$ cat config.mk
export PLATFORM = sky130hd
export DESIGN_NAME = threshold_trend_scaling_governor_flat
export DESIGN_NICKNAME = d
export VERILOG_FILES = /design/src/hdl/ttsg_pkg.sv /design/src/hdl/ttsg_if.sv /design/src/hdl/ttsg_trend.sv /design/src/hdl/ttsg_plan.sv /design/src/hdl/threshold_trend_scaling_governor.sv /design/src/flat_wrapper.sv
export SDC_FILE = /design/constraint.sdc
export NUM_CORES = 1
export LEC_CHECK = 0
export BUFFER_PORTS_ARGS = -buffer_cell sky130_fd_sc_hd__buf_4
export CAP_MARGIN = 30
export CORE_UTILIZATION = 57
export CTS_CLUSTER_DIAMETER = 60
export DETAILED_ROUTE_END_ITERATION = 16
export PLACE_DENSITY_LB_ADDON = 0.05
export SETUP_SLACK_MARGIN = 0.05
export SLEW_MARGIN = 40
export SYNTH_ARGS = -nofsm -noshare
export SYNTH_HDL_FRONTEND = slang
export SYNTH_SLANG_ARGS = --single-unit
$ cat constraint.sdc
create_clock -name clk -period 10.2 [get_ports clk]
set_input_delay 0.51 -clock clk [delete_from_list [all_inputs] [get_ports clk]]
set_output_delay 0.51 -clock clk [all_outputs]
set_load 0.01 [all_outputs]
$ cat src/hdl/ttsg_pkg.sv
package ttsg_pkg;

	// level full scale, 100 percent in Q7.8
	localparam logic [14:0] LEVEL_MAX = 15'd25600;
	// 50 percent in Q7.8: one instance per step of peak load
	localparam logic [14:0] SCALE_STEP = 15'd12800;

	// direction codes
	localparam logic [1:0] DIR_UP   = 2'd0;
	localparam logic [1:0] DIR_DOWN = 2'd1;
	localparam logic [1:0] DIR_NONE = 2'd2;

	// cause codes
	localparam logic [1:0] CAUSE_HIGH   = 2'd0;
	localparam logic [1:0] CAUSE_LOW    = 2'd1;
	localparam logic [1:0] CAUSE_NORMAL = 2'd2;
	localparam logic [1:0] CAUSE_TREND  = 2'd3;

	// register indexes
	localparam logic [2:0] REG_MIN_COUNT   = 3'd0;
	localparam logic [2:0] REG_MAX_COUNT   = 3'd1;
	localparam logic [2:0] REG_CPU_HIGH    = 3'd2;
	localparam logic [2:0] REG_MEM_HIGH    = 3'd3;
	localparam logic [2:0] REG_CPU_LOW     = 3'd4;
	localparam logic [2:0] REG_MEM_LOW     = 3'd5;
	localparam logic [2:0] REG_SLOPE_LIMIT = 3'd6;

	typedef struct packed {
		logic [9:0]  min_count;
		logic [9:0]  max_count;
		logic [14:0] cpu_high;
		logic [14:0] mem_high;
		logic [14:0] cpu_low;
		logic [14:0] mem_low;
		logic [23:0] slope_limit;
	} cfg_t;

	// input word after level clamping
	typedef struct packed {
		logic        mode;
		logic [14:0] cpu_level;
		logic [14:0] mem_level;
		logic [1:0]  commit_direction;
		logic [9:0]  commit_target;
	} item_t;

	typedef struct packed {
		logic [1:0] direction;
		logic [1:0] cause;
		logic [9:0] count_before;
		logic [9:0] planned_count;
		logic [9:0] count_after;
	} result_t;

	// trend status of the window once the current sample is shifted in
	typedef struct packed {
		logic full;
		logic rising;
	} trend_t;

endpackage

$ cat src/hdl/ttsg_if.sv
// sample or commit word
interface ttsg_item_if;
	logic        valid;
	logic        ready;
	logic        mode;
	logic [14:0] cpu_level;
	logic [14:0] mem_level;
	logic [1:0]  commit_direction;
	logic [9:0]  commit_target;

	modport source (output valid, mode, cpu_level, mem_level, commit_direction,
		commit_target, input ready);
	modport sink (input valid, mode, cpu_level, mem_level, commit_direction,
		commit_target, output ready);
endinterface

// plan word
interface ttsg_result_if;
	logic       valid;
	logic       ready;
	logic [1:0] direction;
	logic [1:0] cause;
	logic [9:0] count_before;
	logic [9:0] planned_count;
	logic [9:0] count_after;

	modport source (output valid, direction, cause, count_before, planned_count,
		count_after, input ready);
	modport sink (input valid, direction, cause, count_before, planned_count,
		count_after, output ready);
endinterface

$ cat src/hdl/ttsg_trend.sv
// CPU window with running sums; slope numerator of the window after the
// current sample is shifted in is
//   N*sum(i*y) - S*sum(y),  S = N*(N-1)/2
module ttsg_trend #(
	parameter int WINDOW_LEN = 10
) (
	input  logic              clk,
	input  logic              arst_n,
	input  logic              shift,
	input  logic [14:0]       cpu_level,
	input  logic [23:0]       slope_limit,
	output ttsg_pkg::trend_t  trend
);

	localparam int LVL     = int'(ttsg_pkg::LEVEL_MAX);
	localparam int S       = WINDOW_LEN * (WINDOW_LEN - 1) / 2;
	localparam int SUMY_W  = $clog2(WINDOW_LEN * LVL + 1);
	localparam int SUMIY_W = $clog2(LVL * S + 1);
	localparam int MAG_W   = $clog2(WINDOW_LEN * LVL * S + 1) + 1;
	localparam int NUM_W   = (MAG_W > 25) ? MAG_W : 25;
	localparam int FILL_W  = $clog2(WINDOW_LEN + 1);

	localparam logic [SUMIY_W-1:0] K_TOP   = SUMIY_W'(WINDOW_LEN - 1);
	localparam logic [NUM_W-1:0]   K_N     = NUM_W'(WINDOW_LEN);
	localparam logic [NUM_W-1:0]   K_S     = NUM_W'(S);
	localparam logic [FILL_W-1:0]  FILL_LAST = FILL_W'(WINDOW_LEN - 1);
	localparam logic [FILL_W-1:0]  FILL_TOP  = FILL_W'(WINDOW_LEN);

	logic [14:0]        win_q [WINDOW_LEN];
	logic [SUMY_W-1:0]  sum_y_q;
	logic [SUMIY_W-1:0] sum_iy_q;
	logic [FILL_W-1:0]  fill_q;

	logic [SUMY_W-1:0]  rest;
	logic [SUMY_W-1:0]  sum_y_nx;
	logic [SUMIY_W-1:0] sum_iy_nx;
	logic [NUM_W-1:0]   num;

	// sums after dropping the oldest tap and adding the new sample
	always_comb begin
		rest      = sum_y_q - SUMY_W'(win_q[0]);
		sum_y_nx  = rest + SUMY_W'(cpu_level);
		sum_iy_nx = sum_iy_q - SUMIY_W'(rest) + SUMIY_W'(cpu_level) * K_TOP;
		num       = NUM_W'(sum_iy_nx) * K_N - NUM_W'(sum_y_nx) * K_S;
	end

	assign trend.full   = (fill_q >= FILL_LAST);
	assign trend.rising = ($signed(num) > $signed(NUM_W'(slope_limit)));

	// window taps, sums and fill count
	always_ff @(posedge clk or negedge arst_n) begin
		if (!arst_n) begin
			for (int i = 0; i < WINDOW_LEN; i++) begin
				win_q[i] <= '0;
			end
			sum_y_q  <= '0;
			sum_iy_q <= '0;
			fill_q   <= '0;
		end else if (shift) begin
			for (int i = 0; i < WINDOW_LEN - 1; i++) begin
				win_q[i] <= win_q[i+1];
			end
			win_q[WINDOW_LEN-1] <= cpu_level;
			sum_y_q  <= sum_y_nx;
			sum_iy_q <= sum_iy_nx;
			if (fill_q != FILL_TOP) begin
				fill_q <= fill_q + 1'b1;
			end
		end
	end

	// sums track the taps: an empty window has zero sums
	a_empty_sums: assert property (@(posedge clk) disable iff (!arst_n)
		(fill_q == '0) |-> (sum_y_q == '0 && sum_iy_q == '0))
		else $error("window sums nonzero while window empty");
	a_fill_bound: assert property (@(posedge clk) disable iff (!arst_n)
		shift && (fill_q == FILL_TOP) |=> (fill_q == FILL_TOP))
		else $error("fill count left saturation");
	a_fill_step: assert property (@(posedge clk) disable iff (!arst_n)
		!shift |=> $stable(fill_q) && $stable(sum_y_q))
		else $error("window moved without a sample");

endmodule

$ cat src/hdl/ttsg_plan.sv
// plan decision for one word against the current count
module ttsg_plan (
	input  ttsg_pkg::item_t   item,
	input  ttsg_pkg::cfg_t    cfg,
	input  ttsg_pkg::trend_t  trend,
	input  logic [9:0]        count,
	output ttsg_pkg::result_t res,
	output logic [9:0]        count_nx
);

	logic [14:0] peak;
	logic [10:0] amount;
	logic [10:0] up_sum;
	logic [9:0]  up_cap;
	logic [10:0] one_sum;
	logic [9:0]  one_cap;
	logic [9:0]  down_cap;
	logic        is_high;
	logic        is_low;

	// clamped targets
	always_comb begin
		peak     = (item.cpu_level > item.mem_level) ? item.cpu_level : item.mem_level;
		amount   = (peak > ttsg_pkg::SCALE_STEP) ? 11'd2 : 11'd1;
		up_sum   = {1'b0, count} + amount;
		up_cap   = (up_sum > {1'b0, cfg.max_count}) ? cfg.max_count : up_sum[9:0];
		one_sum  = {1'b0, count} + 11'd1;
		one_cap  = (one_sum > {1'b0, cfg.max_count}) ? cfg.max_count : one_sum[9:0];
		down_cap = (count > cfg.min_count) ? (count - 10'd1) : cfg.min_count;
		is_high  = (item.cpu_level > cfg.cpu_high) || (item.mem_level > cfg.mem_high);
		is_low   = (item.cpu_level < cfg.cpu_low) && (item.mem_level < cfg.mem_low);
	end

	// decision
	always_comb begin
		res              = '0;
		count_nx         = count;
		res.count_before = count;
		if (item.mode) begin
			res.cause         = ttsg_pkg::CAUSE_NORMAL;
			res.planned_count = item.commit_target;
			if (item.commit_direction == ttsg_pkg::DIR_UP ||
				item.commit_direction == ttsg_pkg::DIR_DOWN) begin
				res.direction = item.commit_direction;
				count_nx      = item.commit_target;
			end else begin
				res.direction = ttsg_pkg::DIR_NONE;
			end
		end else if (is_high) begin
			res.direction     = ttsg_pkg::DIR_UP;
			res.cause         = ttsg_pkg::CAUSE_HIGH;
			res.planned_count = up_cap;
		end else if (is_low) begin
			res.direction     = ttsg_pkg::DIR_DOWN;
			res.cause         = ttsg_pkg::CAUSE_LOW;
			res.planned_count = down_cap;
		end else if (trend.full && trend.rising) begin
			res.direction     = ttsg_pkg::DIR_UP;
			res.cause         = ttsg_pkg::CAUSE_TREND;
			res.planned_count = one_cap;
		end else begin
			res.direction     = ttsg_pkg::DIR_NONE;
			res.cause         = ttsg_pkg::CAUSE_NORMAL;
			res.planned_count = count;
		end
		res.count_after = count_nx;
	end

endmodule

$ cat src/hdl/threshold_trend_scaling_governor.sv
// channel  | role | payload
// ---------+------+---------------------------------------------------------
// item     | in   | mode, cpu_level, mem_level, commit_direction, commit_target
// result   | out  | direction, cause, count_before, planned_count, count_after
// cfg_*    | in   | write enable, register index, 24-bit write data
//
// One word per cycle sustained while results are taken; an accepted word sits
// in the input register and is planned into the result register once that is
// free or being drained, and its plan is offered from the result register.
// Window sums are kept incrementally, so the slope check costs adds, subtracts
// and three constant multiplies regardless of WINDOW_LEN.
// arst_n clears the window, counts, valid flags and configuration registers to their defaults.
// A stalled result holds the plan stage; item.ready drops only when both
// the input register and the result register are full and the result is
// not being taken.
module threshold_trend_scaling_governor #(
	parameter int WINDOW_LEN = 10
) (
	input  logic           clk,
	input  logic           arst_n,
	ttsg_item_if.sink      item,
	ttsg_result_if.source  result,
	input  logic           cfg_we,
	input  logic [2:0]     cfg_index,
	input  logic [23:0]    cfg_data
);

	ttsg_pkg::cfg_t      cfg_q;
	ttsg_pkg::item_t     item_s1;
	logic                v_s1;
	ttsg_pkg::result_t   res_s2;
	logic                v_s2;
	logic [9:0]          count_q;

	ttsg_pkg::item_t     item_in;
	ttsg_pkg::result_t   res_nx;
	ttsg_pkg::trend_t    trend;
	logic [9:0]          count_nx;
	logic                fire;

	// plan stage moves when the result register is free or being drained
	assign fire       = v_s1 && (!v_s2 || result.ready);
	assign item.ready = !v_s1 || fire;

	// clamp levels on entry
	always_comb begin
		item_in.mode             = item.mode;
		item_in.cpu_level        = (item.cpu_level > ttsg_pkg::LEVEL_MAX) ?
			ttsg_pkg::LEVEL_MAX : item.cpu_level;
		item_in.mem_level        = (item.mem_level > ttsg_pkg::LEVEL_MAX) ?
			ttsg_pkg::LEVEL_MAX : item.mem_level;
		item_in.commit_direction = item.commit_direction;
		item_in.commit_target    = item.commit_target;
	end

	// configuration registers
	always_ff @(posedge clk or negedge arst_n) begin
		if (!arst_n) begin
			cfg_q.min_count   <= 10'd1;
			cfg_q.max_count   <= 10'd100;
			cfg_q.cpu_high    <= 15'd20480;
			cfg_q.mem_high    <= 15'd21760;
			cfg_q.cpu_low     <= 15'd5120;
			cfg_q.mem_low     <= 15'd7680;
			cfg_q.slope_limit <= 24'd21120;
		end else if (cfg_we) begin
			unique case (cfg_index)
				ttsg_pkg::REG_MIN_COUNT:   cfg_q.min_count   <= cfg_data[9:0];
				ttsg_pkg::REG_MAX_COUNT:   cfg_q.max_count   <= cfg_data[9:0];
				ttsg_pkg::REG_CPU_HIGH:    cfg_q.cpu_high    <= cfg_data[14:0];
				ttsg_pkg::REG_MEM_HIGH:    cfg_q.mem_high    <= cfg_data[14:0];
				ttsg_pkg::REG_CPU_LOW:     cfg_q.cpu_low     <= cfg_data[14:0];
				ttsg_pkg::REG_MEM_LOW:     cfg_q.mem_low     <= cfg_data[14:0];
				ttsg_pkg::REG_SLOPE_LIMIT: cfg_q.slope_limit <= cfg_data;
				default: ;
			endcase
		end
	end

	// input register
	always_ff @(posedge clk or negedge arst_n) begin
		if (!arst_n) begin
			v_s1 <= 1'b0;
		end else if (item.ready) begin
			v_s1 <= item.valid;
		end
	end

	always_ff @(posedge clk) begin
		if (item.valid && item.ready) begin
			item_s1 <= item_in;
		end
	end

	ttsg_trend #(
		.WINDOW_LEN (WINDOW_LEN)
	) u_trend (
		.clk         (clk),
		.arst_n      (arst_n),
		.shift       (fire && !item_s1.mode),
		.cpu_level   (item_s1.cpu_level),
		.slope_limit (cfg_q.slope_limit),
		.trend       (trend)
	);

	ttsg_plan u_plan (
		.item     (item_s1),
		.cfg      (cfg_q),
		.trend    (trend),
		.count    (count_q),
		.res      (res_nx),
		.count_nx (count_nx)
	);

	// instance count and result register
	always_ff @(posedge clk or negedge arst_n) begin
		if (!arst_n) begin
			count_q <= 10'd1;
			v_s2    <= 1'b0;
		end else begin
			if (fire) begin
				count_q <= count_nx;
			end
			if (fire) begin
				v_s2 <= 1'b1;
			end else if (result.ready) begin
				v_s2 <= 1'b0;
			end
		end
	end

	always_ff @(posedge clk) begin
		if (fire) begin
			res_s2 <= res_nx;
		end
	end

	assign result.valid         = v_s2;
	assign result.direction     = res_s2.direction;
	assign result.cause         = res_s2.cause;
	assign result.count_before  = res_s2.count_before;
	assign result.planned_count = res_s2.planned_count;
	assign result.count_after   = res_s2.count_after;

	// samples never move the count
	a_sample_count: assert property (@(posedge clk) disable iff (!arst_n)
		fire && !item_s1.mode |=> $stable(count_q))
		else $error("sample word changed the instance count");
	// a held word is not dropped while the result side stalls
	a_hold_s1: assert property (@(posedge clk) disable iff (!arst_n)
		v_s1 && !fire |=> v_s1 && $stable(item_s1))
		else $error("pending word lost");
	// every plan lands in the result register with the count it left behind
	a_result_count: assert property (@(posedge clk) disable iff (!arst_n)
		fire |=> v_s2 && (res_s2.count_after == count_q))
		else $error("result count_after disagrees with count");
	// commit words always report the normal cause
	a_commit_cause: assert property (@(posedge clk) disable iff (!arst_n)
		fire && item_s1.mode |=> (res_s2.cause == ttsg_pkg::CAUSE_NORMAL))
		else $error("commit word reported a load cause");

endmodule
$ cat src/flat_wrapper.sv
// flat-port wrapper written by rule: the top's interface ports become plain ports
module threshold_trend_scaling_governor_flat 
#(
	parameter int WINDOW_LEN = 10
)
  (clk, arst_n, cfg_we, cfg_index, cfg_data, item_valid, item_mode, item_cpu_level, item_mem_level, item_commit_direction, item_commit_target, item_ready, result_valid, result_direction, result_cause, result_count_before, result_planned_count, result_count_after, result_ready);
  ttsg_item_if item_i ();
  ttsg_result_if result_i ();
  input  logic clk;
  input  logic arst_n;
  input  logic cfg_we;
  input  logic [2:0] cfg_index;
  input  logic [23:0] cfg_data;
  input wire logic [$bits(item_i.valid)-1:0] item_valid;
  input wire logic [$bits(item_i.mode)-1:0] item_mode;
  input wire logic [$bits(item_i.cpu_level)-1:0] item_cpu_level;
  input wire logic [$bits(item_i.mem_level)-1:0] item_mem_level;
  input wire logic [$bits(item_i.commit_direction)-1:0] item_commit_direction;
  input wire logic [$bits(item_i.commit_target)-1:0] item_commit_target;
  output wire logic [$bits(item_i.ready)-1:0] item_ready;
  output wire logic [$bits(result_i.valid)-1:0] result_valid;
  output wire logic [$bits(result_i.direction)-1:0] result_direction;
  output wire logic [$bits(result_i.cause)-1:0] result_cause;
  output wire logic [$bits(result_i.count_before)-1:0] result_count_before;
  output wire logic [$bits(result_i.planned_count)-1:0] result_planned_count;
  output wire logic [$bits(result_i.count_after)-1:0] result_count_after;
  input wire logic [$bits(result_i.ready)-1:0] result_ready;
  assign item_i.valid = item_valid;
  assign item_i.mode = item_mode;
  assign item_i.cpu_level = item_cpu_level;
  assign item_i.mem_level = item_mem_level;
  assign item_i.commit_direction = item_commit_direction;
  assign item_i.commit_target = item_commit_target;
  assign item_ready = item_i.ready;
  assign result_valid = result_i.valid;
  assign result_direction = result_i.direction;
  assign result_cause = result_i.cause;
  assign result_count_before = result_i.count_before;
  assign result_planned_count = result_i.planned_count;
  assign result_count_after = result_i.count_after;
  assign result_i.ready = result_ready;
  threshold_trend_scaling_governor #(.WINDOW_LEN(WINDOW_LEN)) u_core (.clk(clk), .arst_n(arst_n), .item(item_i), .result(result_i), .cfg_we(cfg_we), .cfg_index(cfg_index), .cfg_data(cfg_data));
endmodule
# After elaboration in Yosys (flattened, before gate mapping)
# Index checks and enable logic that the tools add are counted.
# classes
mul	3
n_eq_ne	8
order_cmp	13
mux	18
add_sub_neg	9
n_reduce_logical	24
# op_table
cell	n
10-bit 2-to-1 mux	9
15-bit > comparator	3
15-bit > comparator, second input constant	2
15-bit less-than comparator	2
25-bit > comparator	1
25-bit by 24-bit subtractor with 25-bit output	1
18-bit by 6-bit multiplier with 24-bit output, second input constant	1
21-bit by 3-bit multiplier with 24-bit output, second input constant	1
11-bit by 10-bit > comparator with 1-bit output	2
21-bit by 19-bit adder with 21-bit output	1
21-bit by 18-bit subtractor with 21-bit output	1
15-bit by 4-bit multiplier with 19-bit output, second input constant	1
18-bit by 15-bit adder with 18-bit output	1
18-bit by 15-bit subtractor with 18-bit output	1
4-bit 2-to-1 mux	4
2-bit AND reduction	8
15-bit by 14-bit > comparator with 1-bit output, second input constant	1
15-bit 2-to-1 mux	1
10-bit by 1-bit adder with 11-bit output, second input constant	1
10-bit by 2-bit adder with 11-bit output	1
10-bit > comparator	1
10-bit by 1-bit subtractor with 10-bit output, second input constant	1
3-bit == test, second input constant	3
3-bit by 2-bit == test with 1-bit output, second input constant	2
other kinds (14)	25
# word_totals
inputBits	75
word_cells	109
regBits	386

# Depth between registers and ports, before layout
# logic_depth
word_depth	11
ltp_mapped	55
depth_no_buf	53

# By module
# From an unflattened synthesis, not the netlist that was laid out.
# unflattened
cells_unflattened	2444
area_unflattened_um2	26665.6
# modules_own_cells
module	seq_area_each_um2	cells_per_inst	area_each_um2	instances
ttsg_trend	4829.6	1489	15533.6	1
threshold_trend_scaling_governor	5241.3	370	6966.7	1
ttsg_plan	0.0	585	4165.2	1

# Worst setup path after synthesis
# OpenSTA, ideal clock, no wires.
# synth_timing
path_kind	register to register
start	register u_core.u_trend.win_q[136] in the netlist's numbering
end	register u_core.res_s2 (netlist bit u_core.result.planned_count[4]) (data pin)
t_arrival_ns	10.225
stages_incl_launch_ff	52
path_slack_ns	-0.283
required_ns	9.942
path_buffers	0
period_less_slack_ns	10.483
path_cell_list	dfrtp_1 inv_1 ha_1 nor2b_1 o21ai_0 a21boi_0 o21ai_0 and2_1 nor2_1 o21ai_0 nand2b_1 xor2_1 inv_1 ha_1 inv_1 fa_1 fa_1 inv_1 [16 not listed] a21o_1 a21oi_1 nand4_1 and2_1 a21o_1 a21oi_1 xnor2_1 ha_1 nand2_1 nor4_1 a221oi_1 o21ai_0 nor3_1 o2111ai_1 a21oi_1 o31ai_1 a2111o_1 o221a_1
# synth_lines
item	line	rtl
start: declaration	ttsg_trend.sv:29	logic [14:0] win_q [WINDOW_LEN];
start signal: indexed assignment	ttsg_trend.sv:61	win_q[i] <= win_q[i+1];
start signal: indexed assignment	ttsg_trend.sv:63	win_q[WINDOW_LEN-1] <= cpu_level;
end signal: assignment	threshold_trend_scaling_governor.sv:134	res_s2 <= res_nx;
end: declaration	threshold_trend_scaling_governor.sv:31	ttsg_pkg::result_t res_s2;

==> flow_results.org <==
** Status
- The run finished, with violations left.
- Violated checks :: negative setup slack

** Global routing
- Vias in the first global route :: 21,900
- Entering global routing, the biggest net connects 109 pins.
- The initial antenna violation count came to 1.
- Overall overflow remaining after global route :: 0
- The first global-routing pass estimated 117,000 um of wire.
- Overall global routing resource usage :: 31.8%

** Die
- Die boundary height :: 217 um
- Initial core utilization :: 58.0%
- Total core area :: 0.0455 mm2
- Chip width :: 217 um
- After floorplanning, the core was divided into 78 placement rows.
- During I/O placement, the number of pins put on the boundary was 111.
- DIE AREA :: 0.0471 mm2

** Placement
- After legalization and detailed placement, the total HPWL measured 54,400 um.
- Total of buffers placed on input and output ports :: 110
- At the end of routability-driven placement, the weighted congestion stood at 0.939.
- Area after detailed placement :: 0.0297 mm2

** Clock tree
- Clock latency on the worst-skew pair, taken at its later pin, is 590 ps.
- Number of buffers inserted during clock tree synthesis :: 45
- The clock passes through at most 3 buffers.
- CTS built an H-tree with a depth of 2.
- The tree is rooted in a clkbuf_16.
- Number of sinks on the clock net :: 386
- CTS clock-pin slew for the worst setup and hold paths :: 60 ps
- TritonCTS built the clock tree.

** Setup path
- Peak per-stage delay on the critical path :: 560 ps
- For the worst setup path, the data required time is 10,530 ps.
- For the worst flop-to-flop path, the logic depth is 48.
- Data arrives at the worst endpoint at 11,050 ps.
- The worst setup path is captured at a flip-flop.
- Critical register-to-register path startpoint :: u_core.u_trend.win_q[135]$_DFFE_PN0P_
- By startpoint and endpoint, the worst setup path is classified as flip-flop to flip-flop.
- Crit path max fanout :: 4
- Among all stages on the critical path, the largest delay is contributed by fa_1.
- The setup check on the worst reg-to-reg path leaves a slack of -530 ps.
- STA classifies the critical path startpoint as a flip-flop.
- In this run the critical register-to-register path is captured at u_core.result.planned_count[4]$_DFFE_PP_.

** Worst hold path
- Along the worst hold path, the cell count comes to 1.
- In this run the worst hold path is classified as input port to flip-flop.
- The worst hold path begins at item_commit_direction[1].
- The worst hold path terminates at u_core.item_s1[11]$_DFFE_PP_.

** Detailed routing
- The final layout contains routed wiring with a total length of 73,700 um.
- After detailed routing, the number of remaining DRC violations is 0.
- In this run, the number of DRC markers left after iteration 0 of detailed routing was 1,576.
- Count of antenna-violating nets left after detailed routing :: 0
- The first detailed-routing pass took 7 iterations.
- Post-DR vias/cell :: 5.58
- Detailed-route wire length per cell :: 19.3 um
- Total number of vias :: 21,300

** Synthesis
- After synthesis, the largest area contributor takes up 27.3% of total cell area.
- In this run, distinct cell masters in the synthesized netlist total 74.
- Number of flops mapped to enable cells by yosys :: 77
- Cell accounting for the most synthesized area :: dfrtp_1
- Number of storage elements in the synthesis netlist :: 386
- After synthesis, the mean cell area works out to 9.31 um2.
- Summing the sequential cell areas from Yosys gives 38.2% of the chip area.
- Synthesis produced 2,835 cells.
- For this run, the leading register cell type out of synthesis is dfrtp_1.
- For this run, the number of Yosys warnings is 0.
- The number of nets handed over by synthesis was 3,299.
- Cell area after synthesis :: 0.0264 mm2
- Cells taking the most area after synthesis :: dfrtp_1, ha_1, edfxtp_1, nand2_1, fa_1
- Async set-or-reset flop fraction in the synthesized netlist :: 80.1%

** STA
- The smallest clock period supported by the final layout is computed as 10,730 ps.
- Between clock sinks in the finished design, the worst skew comes to 25.1 ps.
- Setup-violating endpoint count in the final report :: 12
- After layout, the worst setup slack is -525 ps.
- At the pin with the least slew margin, the transition time is 801 ps.
- The final hold violation count was 0.
- The worst path uses 105% of the clock period.
- Measured against its own limit, the worst slew margin works out to 46.2%.
- Setup repair after global routing could not meet its margin everywhere.
- Max-slew violation count :: 0
- Max Freq :: 0.0932 GHz

** Layout
- Finished layout cell area :: 0.0323 mm2
- Leaving out fill and tap cells, the most frequent cell in the layout is nand2_1.
- The area growth from synthesis to layout is 22.6%.
- Filler Cell Count :: 3,589
- Share of the core filled with cells in the final layout :: 71.1%
- In the final design database the tool counted 3,651 nets.
- Most used cells in the layout excluding fill and tap cells :: nand2_1, buf_4, inv_1
- Share of cells above drive strength 1 :: 22.8%

** Run
- Across the run, the number of max-cap violations was 0.
cells by family (layout without fill, tap and decap cells):
group                      after synthesis  after routing  synth area share [%]
AOI/OAI and AO/OA                      457            457                  11.2
xor gates and xnor gates               109            109                  3.65
buffers and inverters                  446            835                  6.36
and+or+nand+nor                        943            943                  15.5
adders and majority gates              389            389                  20.8
muxes                                  105            105                  4.38
other                                    0              1                     0
DFF                                    386            386                  38.2
synthesized netlist by cell type, drive strengths merged, types with 33 or more instances:
master,instances
dfrtp,288
xnor2,70
mux2,84
edfxtp,77
nand2,604
o21ai,142
xor2,39
nor3,41
a21o,60
o21a,33
nor2b,43
a21oi,97
nor2,103
inv,364
fa,83
ha,306
clkbuf,74
worst max-delay path, delay by kind of cell (launching register included):
family,cells,cell delay (ps)
and+or+nand+nor,6,960
xor gates and xnor gates,4,800
adders and majority gates,11,3920
DFF,1,380
AOI/OAI and AO/OA,20,3730
buffers and inverters,7,670
cell type report:
type | instances | area (um2) | share of cell area (%)
Multi-Input combinational cell | 2003 | 15600 | 48.2
Sequential cell | 386 | 10100 | 31.2
Timing Repair Buffer | 387 | 3020 | 9.34
Inverter | 364 | 1370 | 4.23
Clock buffer | 58 | 1230 | 3.82
Tap cell | 600 | 751 | 2.32
Clock inverter | 26 | 294 | 0.909
Antenna cell | 1 | 2.50 | 0.00774
per-layer routing:
| metal | routed length, um | share of wire (%) | GRT usage, % | up-vias |
|---|---|---|---|---|
| li1 | - | - | - | 10200 |
| met1 | 31600 | 43 | 41.4 | 10500 |
| met2 | 35900 | 49 | 53.4 | 527 |
| met3 | 3180 | 4.3 | 4.22 | 150 |
| met4 | 2990 | 4.1 | 13.5 | 0 |
| met5 | 0 | 0 | 0 | - |
how the worst max path moves through the flow:
stage                                          startpoint                                  endpoint  slack, ps  cells after the start
floorplan           u_core.u_trend.win_q[136]$_DFFE_PN0P_  u_core.result.planned_count[4]$_DFFE_PP_         60                     52
global placement    u_core.u_trend.win_q[135]$_DFFE_PN0P_  u_core.result.planned_count[8]$_DFFE_PP_       -810                     51
detailed placement  u_core.u_trend.win_q[135]$_DFFE_PN0P_  u_core.result.planned_count[8]$_DFFE_PP_      -1110                     51
CTS                 u_core.u_trend.sum_y_q[1]$_DFFE_PN0P_  u_core.result.planned_count[2]$_DFFE_PP_       -400                     55
global route        u_core.u_trend.sum_y_q[1]$_DFFE_PN0P_  u_core.result.planned_count[4]$_DFFE_PP_       -920                     51
finish              u_core.u_trend.win_q[135]$_DFFE_PN0P_  u_core.result.planned_count[4]$_DFFE_PP_       -530                     48
registers in the layout, summed over array words and instances (netlist names):
name                         count
u_core.cfg_q                   104
u_core.count_q                  10
u_core.item_s1                  43
u_core.result.cause              2
u_core.result.count_after       10
u_core.result.count_before      10
u_core.result.direction          2
u_core.result.planned_count     10
u_core.result.valid              1
u_core.u_trend.fill_q            4
u_core.u_trend.sum_iy_q         21
u_core.u_trend.sum_y_q          18
u_core.u_trend.win_q           150
u_core.v_s1                      1
timing repair:
action / in CTS / in global routing
hold buffers: 1 / 0
pin swaps: 93 / 78
cloned: 1 / 0
hold endpoints to repair: 8 / 0
setup endpoints to repair: 12 / 12
buffers inserted: 20 / 9
resized for setup: 114 / 76
stage by stage:
stage          std cells  setup TNS, ps  setup WS (ps)  hold WS [ps]
2_1_floorplan       2835              0           60.4           214
3_3_place_gp        3709          -8830           -815           447
3_5_place_dp        3712         -12100          -1110           447
4_1_cts             3816          -3420           -395          93.8
5_1_grt             3824          -9380           -920          94.8
6_report            3825          -4700           -525           110
Power is left out: the tool's default activity adds up to more than one toggle a clock period on the data nets, which glitch-free logic cannot reach.
